<file path="src/rtl/core/tfd_pkg.sv">
// Package for the tool-link frame deframer.
// Holds the frame byte codes, the parser phase type and the result word layout.
// No dependencies.
package tfd_pkg;

  // Sync and type byte values of the frame layout.
  localparam logic [7:0] SYNC_FIRST  = 8'h66;
  localparam logic [7:0] SYNC_SECOND = 8'hCC;
  localparam logic [7:0] TYPE_DATA   = 8'h01;
  localparam logic [7:0] TYPE_ACK    = 8'h02;

  // Stream widths.
  localparam int unsigned IN_WIDTH  = 8;
  localparam int unsigned OUT_WIDTH = 32;

  // Result word bit positions, lowest field first.
  localparam int unsigned OUT_BODY_VALID = 0;
  localparam int unsigned OUT_BODY_LSB   = 1;
  localparam int unsigned OUT_GOOD       = 9;
  localparam int unsigned OUT_BAD        = 10;
  localparam int unsigned OUT_KIND       = 11;
  localparam int unsigned OUT_LEN_LSB    = 12;

  // Parser phases, one-hot.
  typedef enum logic [7:0] {
    PH_HUNT1 = 8'b0000_0001,
    PH_HUNT2 = 8'b0000_0010,
    PH_LENH  = 8'b0000_0100,
    PH_LENL  = 8'b0000_1000,
    PH_TYPE  = 8'b0001_0000,
    PH_BODY  = 8'b0010_0000,
    PH_CHKH  = 8'b0100_0000,
    PH_CHKL  = 8'b1000_0000
  } phase_t;

  // One result item before packing.
  typedef struct packed {
    logic [15:0] frame_length;
    logic        frame_kind;
    logic        frame_bad;
    logic        frame_good;
    logic [7:0]  body_byte;
    logic        body_valid;
  } result_t;

endpackage

</file>
<file path="src/rtl/core/tool_frame_deframer.sv">
// Top level of the tool-link frame deframer: byte-serial frame parser.
// Depends on tfd_pkg for byte codes, the phase type and the result layout.
//
// Channel   Direction  Width  Contents
// s_axis    in         8      tdata[7:0] = rx_byte
// m_axis    out        32     tdata: body_valid, body_byte, frame_good, frame_bad,
//                             frame_kind, frame_length (lowest bit up), zero padded
//
// Every accepted byte yields exactly one result transaction, from the output register in the next cycle.
// The parser state and the result register update in the same clock edge, so
// a new byte can be taken in every cycle while the output is not stalled: one
// byte per cycle sustained, set by the single output register. The input side is
// ready whenever the output register is empty or is being emptied in that cycle,
// so a stalled output stalls the input and nothing is lost. Synchronous active-high
// reset puts the parser in the hunt for the first sync byte with all counters and the checksum cleared.
module tool_frame_deframer (
  input  logic                           clk,
  input  logic                           rst,
  input  logic                           s_axis_tvalid,
  output logic                           s_axis_tready,
  input  logic [tfd_pkg::IN_WIDTH-1:0]   s_axis_tdata,   // [7:0] rx_byte
  output logic                           m_axis_tvalid,
  input  logic                           m_axis_tready,
  // [0] body_valid, [8:1] body_byte, [9] frame_good, [10] frame_bad,
  // [11] frame_kind, [27:12] frame_length, [31:28] zero
  output logic [tfd_pkg::OUT_WIDTH-1:0]  m_axis_tdata
);

  // Parser state.
  tfd_pkg::phase_t phase, phase_next;
  logic [15:0]     length_field, length_field_next;
  logic [15:0]     body_count, body_count_next;
  logic [15:0]     running_sum, running_sum_next;
  logic [7:0]      check_high, check_high_next;
  logic            kind_flag, kind_flag_next;

  // Output register.
  logic             out_valid;
  tfd_pkg::result_t result, result_next;

  logic        accept;
  logic [7:0]  rx_byte;
  logic [15:0] sum_plus;
  logic [15:0] count_plus;
  logic [15:0] need;

  assign s_axis_tready = !out_valid || m_axis_tready;
  assign accept        = s_axis_tvalid && s_axis_tready;
  assign rx_byte       = s_axis_tdata;

  // The checksum and body counter advance by one byte or one count at most.
  assign sum_plus   = running_sum + {8'd0, rx_byte};
  assign count_plus = body_count + 16'd1;
  // Body length is the length field minus one, but never less than one byte.
  assign need       = (length_field > 16'd1) ? (length_field - 16'd1) : 16'd1;

  always_comb begin
    phase_next        = phase;
    length_field_next = length_field;
    body_count_next   = body_count;
    running_sum_next  = running_sum;
    check_high_next   = check_high;
    kind_flag_next    = kind_flag;
    result_next       = '0;

    unique case (phase)
      tfd_pkg::PH_HUNT1: begin
        if (rx_byte == tfd_pkg::SYNC_FIRST) begin
          running_sum_next = {8'd0, tfd_pkg::SYNC_FIRST};
          body_count_next  = '0;
          phase_next       = tfd_pkg::PH_HUNT2;
        end
      end
      tfd_pkg::PH_HUNT2: begin
        // A wrong second sync byte is dropped, not retried as a first sync.
        if (rx_byte == tfd_pkg::SYNC_SECOND) begin
          running_sum_next = sum_plus;
          phase_next       = tfd_pkg::PH_LENH;
        end else begin
          phase_next = tfd_pkg::PH_HUNT1;
        end
      end
      tfd_pkg::PH_LENH: begin
        running_sum_next  = sum_plus;
        length_field_next = {rx_byte, 8'd0};
        phase_next        = tfd_pkg::PH_LENL;
      end
      tfd_pkg::PH_LENL: begin
        running_sum_next  = sum_plus;
        length_field_next = {length_field[15:8], rx_byte};
        phase_next        = tfd_pkg::PH_TYPE;
      end
      tfd_pkg::PH_TYPE: begin
        // An unknown type byte abandons the frame and keeps the old kind.
        if (rx_byte == tfd_pkg::TYPE_DATA) begin
          running_sum_next = sum_plus;
          kind_flag_next   = 1'b0;
          phase_next       = tfd_pkg::PH_BODY;
        end else if (rx_byte == tfd_pkg::TYPE_ACK) begin
          running_sum_next = sum_plus;
          kind_flag_next   = 1'b1;
          phase_next       = tfd_pkg::PH_BODY;
        end else begin
          phase_next = tfd_pkg::PH_HUNT1;
        end
      end
      tfd_pkg::PH_BODY: begin
        running_sum_next       = sum_plus;
        result_next.body_valid = 1'b1;
        result_next.body_byte  = rx_byte;
        body_count_next        = count_plus;
        if (count_plus >= need) begin
          phase_next = tfd_pkg::PH_CHKH;
        end
      end
      tfd_pkg::PH_CHKH: begin
        check_high_next = rx_byte;
        phase_next      = tfd_pkg::PH_CHKL;
      end
      tfd_pkg::PH_CHKL: begin
        // The verdict is given here and the parser goes back to hunting.
        if ({check_high, rx_byte} == running_sum) begin
          result_next.frame_good = 1'b1;
        end else begin
          result_next.frame_bad = 1'b1;
        end
        phase_next = tfd_pkg::PH_HUNT1;
      end
      default: begin
        phase_next = tfd_pkg::PH_HUNT1;
      end
    endcase

    // Kind and length show the values after this byte, also between frames.
    result_next.frame_kind   = kind_flag_next;
    result_next.frame_length = length_field_next;
  end

  always_ff @(posedge clk) begin
    if (rst) begin
      phase        <= tfd_pkg::PH_HUNT1;
      length_field <= '0;
      body_count   <= '0;
      running_sum  <= '0;
      check_high   <= '0;
      kind_flag    <= 1'b0;
      out_valid    <= 1'b0;
    end else begin
      if (accept) begin
        phase        <= phase_next;
        length_field <= length_field_next;
        body_count   <= body_count_next;
        running_sum  <= running_sum_next;
        check_high   <= check_high_next;
        kind_flag    <= kind_flag_next;
        out_valid    <= 1'b1;
      end else if (m_axis_tready) begin
        out_valid <= 1'b0;
      end
    end
  end

  // Result payload needs no reset; it is only seen while out_valid is high.
  always_ff @(posedge clk) begin
    if (accept) begin
      result <= result_next;
    end
  end

  assign m_axis_tvalid = out_valid;
  assign m_axis_tdata  = {{(tfd_pkg::OUT_WIDTH - $bits(tfd_pkg::result_t)){1'b0}}, result};

endmodule

</file>
<file path="config.mk">
export PLATFORM = sky130hd
export DESIGN_NAME = tool_frame_deframer
export DESIGN_NICKNAME = d
export VERILOG_FILES = /design/src/rtl/core/tfd_pkg.sv /design/src/rtl/core/tool_frame_deframer.sv
export SDC_FILE = /design/constraint.sdc
export NUM_CORES = 1
export LEC_CHECK = 0
export BUFFER_PORTS_ARGS = -buffer_cell sky130_fd_sc_hd__buf_2
export CAP_MARGIN = 15
export CORE_UTILIZATION = 45
export DETAILED_ROUTE_END_ITERATION = 16
export GPL_TIMING_DRIVEN = 0
export PLACE_DENSITY_LB_ADDON = 0.25
export SLEW_MARGIN = 20
export SYNTH_ARGS = -nofsm -noshare
export SYNTH_HDL_FRONTEND = slang
export SYNTH_SLANG_ARGS = --single-unit
</file>
<file path="constraint.sdc">
create_clock -name clk -period 3.7 [get_ports clk]
set_input_delay 0.37 -clock clk [delete_from_list [all_inputs] [get_ports clk]]
set_output_delay 0.37 -clock clk [all_outputs]
set_load 0.02 [all_outputs]
</file>
==> results_dict.tcl <==
set metrics [dict create \
    final_common_cell "nor2_1" \
    hpwl_um 9220 \
    worst_slew_pin_slew_ns 1.009 \
    grt_pass1_vias 4202 \
    hold_buffers 0 \
    crit_chain "or4_4 > or4_4 > nor3_2 > a21oi_1 > ha_1 > o21ai_0 > nor2_1 > or3_1 > o41a_1 > buf_6 > and4b_1 > or2_1" \
    crit_required_ns 3.94 \
    first_pass_iters 5 \
    peakVddDrop_uv 240.7 \
    slowest_delay_ns 0.58 \
    p_per_area_mw_per_mm2 455.3 \
    viasPerCell 5.905 \
    coreArea_sq_mm 0.01098 \
    grt_max_degree 33 \
    numClockSinks 94 \
    regArea_sq_mm 0.002167 \
    yosysWarnings 0 \
    hp-class "input port to flop" \
    start_util 0.4676 \
    critPathKind "flop to flop" \
    drive_gt1_frac 0.1508 \
    dr_total_vias 4429 \
    r2r_start "length_field[8]" \
    post-route-period-util 0.9687 \
    cap_violations 0 \
    syn_area_per_cell_sq_um 9.373 \
    crit_fanout 10 \
    layout_common_cells "64 x nor2_1, 62 x dfxtp_1, 42 x buf_2" \
    worstPathArrival_ns 3.82 \
    startpoint "length_field[8]" \
    r2r_slack_ns 0.12 \
    power.total_mw 2.715 \
    outcome "completed" \
    layout.nets 645 \
    ys_seq_area_frac 0.4210 \
    report.final.slew_viol_count 0 \
    synth_seq_cells 94 \
    crit_path_top_delay_cell "or4_4" \
    cts_buffer_depth 2 \
    cp_common_cell "or4_4" \
    synth_top_area_frac 0.2572 \
    wl_per_cell_um 17.23 \
    setup_violations 0 \
    period_needed_ns 3.584 \
    place_congestion 0.8773 \
    setup_ws_ns 0.1157 \
    antenna_found_initial 0 \
    rr_endpoint "phase[5]" \
    antenna_cells 0 \
    synth_ff_type "dfxtp_1" \
    slew_headroom 0.3101 \
    async_flop_share 0 \
    cts_buffers 9 \
    rows 38 \
    ant_nets 0 \
    fillCellCount 955 \
    grt-ovfl-total 0 \
    ios 46 \
    p_leak_nw 2.386 \
    die-height_um 108.8 \
    area_delta_synth_final_pct 16.10 \
    finClkSkew_ns 0.008215 \
    drtIter0Drc 256 \
    final_hold_viol_count 0 \
    drc 0 \
    dp_slack_ns -0.2377 \
    ff2ff_path_depth 12 \
    yosysUniqueCellTypes 56 \
    die-area_sq_mm 0.01185 \
    multiInputGateArea_sq_mm 0.002908 \
    crit_path_end "phase[5]" \
    syn_area_sq_mm 0.005136 \
    htreeDepth 3 \
    crit_path_start_kind "flop" \
    grt_pass1_wl_um 20580 \
    die-width_um 108.8 \
    synth-edff-count 28 \
    io_buffers 41 \
    clk_latency_ns 0.35 \
    clockRootBuffer "clkbuf_16" \
    ys_top_cells_by_area "dfxtp_1 26%, edfxtp_1 16%, ha_1 6.6%" \
    cts_tree "built" \
    grt_usage 0.2266 \
    fmax_ghz 0.2790 \
    end_kind "flop" \
    synth_top_area_cell "dfxtp_1" \
    wl_um 12920 \
    netlist_instances 548 \
    clkTransAtPathRegs_ns 0.07 \
]
synthesized netlist by cell type, types with 12 or more instances:
cell	number
inv_1	14
xnor2_1	25
a22oi_1	25
o21ai_0	22
clkbuf_1	20
dfxtp_1	66
nor2_1	64
ha_1	27
xor2_1	17
edfxtp_1	28
mux2i_1	13
a21oi_1	28
nand2_1	37
nand4_1	12
nand3_1	21
worst min-delay path by stage:
stage | from | endpoint | depth (start not counted)
3_5_place_dp | running_sum[6] | running_sum[6] | 2
3_3_place_gp | running_sum[5] | running_sum[5] | 2
6_report | s_axis_tvalid | m_axis_tvalid | 3
2_1_floorplan | running_sum[5] | running_sum[5] | 2
4_1_cts | s_axis_tvalid | m_axis_tvalid | 3
5_1_grt | s_axis_tvalid | m_axis_tvalid | 3
per-layer routing:
layer  vias up  share of wire  track usage
li1       2121              -            -
met1      2140           0.45       0.2924
met2       149           0.48       0.3671
met3        19          0.058      0.04603
met4         0          0.017      0.09653
met5         -              0            0
report_power, final:
part | switching [mW] | internal (mW) | total [mW]
combinational | 0.391 | 0.210 | 0.602
sequential | 0.0428 | 1.11 | 1.15
clock | 0.427 | 0.532 | 0.959
total | 0.861 | 1.85 | 2.72
sequential cells by signal (all words and copies together) (netlist names):
name           flops
m_axis_tdata      28
body_count        16
length_field      16
running_sum       16
check_high         8
phase              8
kind_flag          1
m_axis_tvalid      1
cell type report:
type,instances,area share
inverters,15,0.009442
plain buffers,24,0.01930
well taps,140,0.02937
repair buffers,44,0.04029
multi-input cells,417,0.4876
clock buffers,9,0.03777
flip-flops and latches,94,0.3634
clock inverters,7,0.01280
per-stage QoR:
stage	TNS, ns	instance area, sq um	util	hold WS [ns]	instances
6_report	0	5963	0.5429	0.2541	750
5_1_grt	-0.01212	5963	0.5429	0.2562	750
4_1_cts	0	5903	0.5375	0.2535	749
3_5_place_dp	-0.5008	5549	0.5052	0.4730	733
3_3_place_gp	-1.756	5528	0.5033	0.4612	732
2_1_floorplan	0	5147	-	0.4494	551
critical path, delay by kind of cell (launching register included):
family	cells	cell delay, ns
fa+ha+maj	1	0.30
compound gates	3	0.66
buf+inv	1	0.15
simple gates	7	2.00
flops	1	0.36
cells by family (layout without fill, tap and decap cells):
family,after synthesis,in the layout,synth area share
multiplexers,20,20,0.04068
buffers and inverters,40,99,0.03362
other,1,4,0.0007301
flip-flops,94,94,0.4210
AND/OR/NAND/NOR,209,209,0.2146
adder cells (fa/ha/maj),28,28,0.06967
XOR/XNOR,42,42,0.07162
AO/OA/AOI/OAI,114,114,0.1481
what timing repair did:
action	CTS	global route
endpoints found under the setup margin	7	7
gates cloned	0	0
pin swaps	0	4
setup buffers	0	2
resized for setup	8	14
Power figures use the tool's default switching activity.
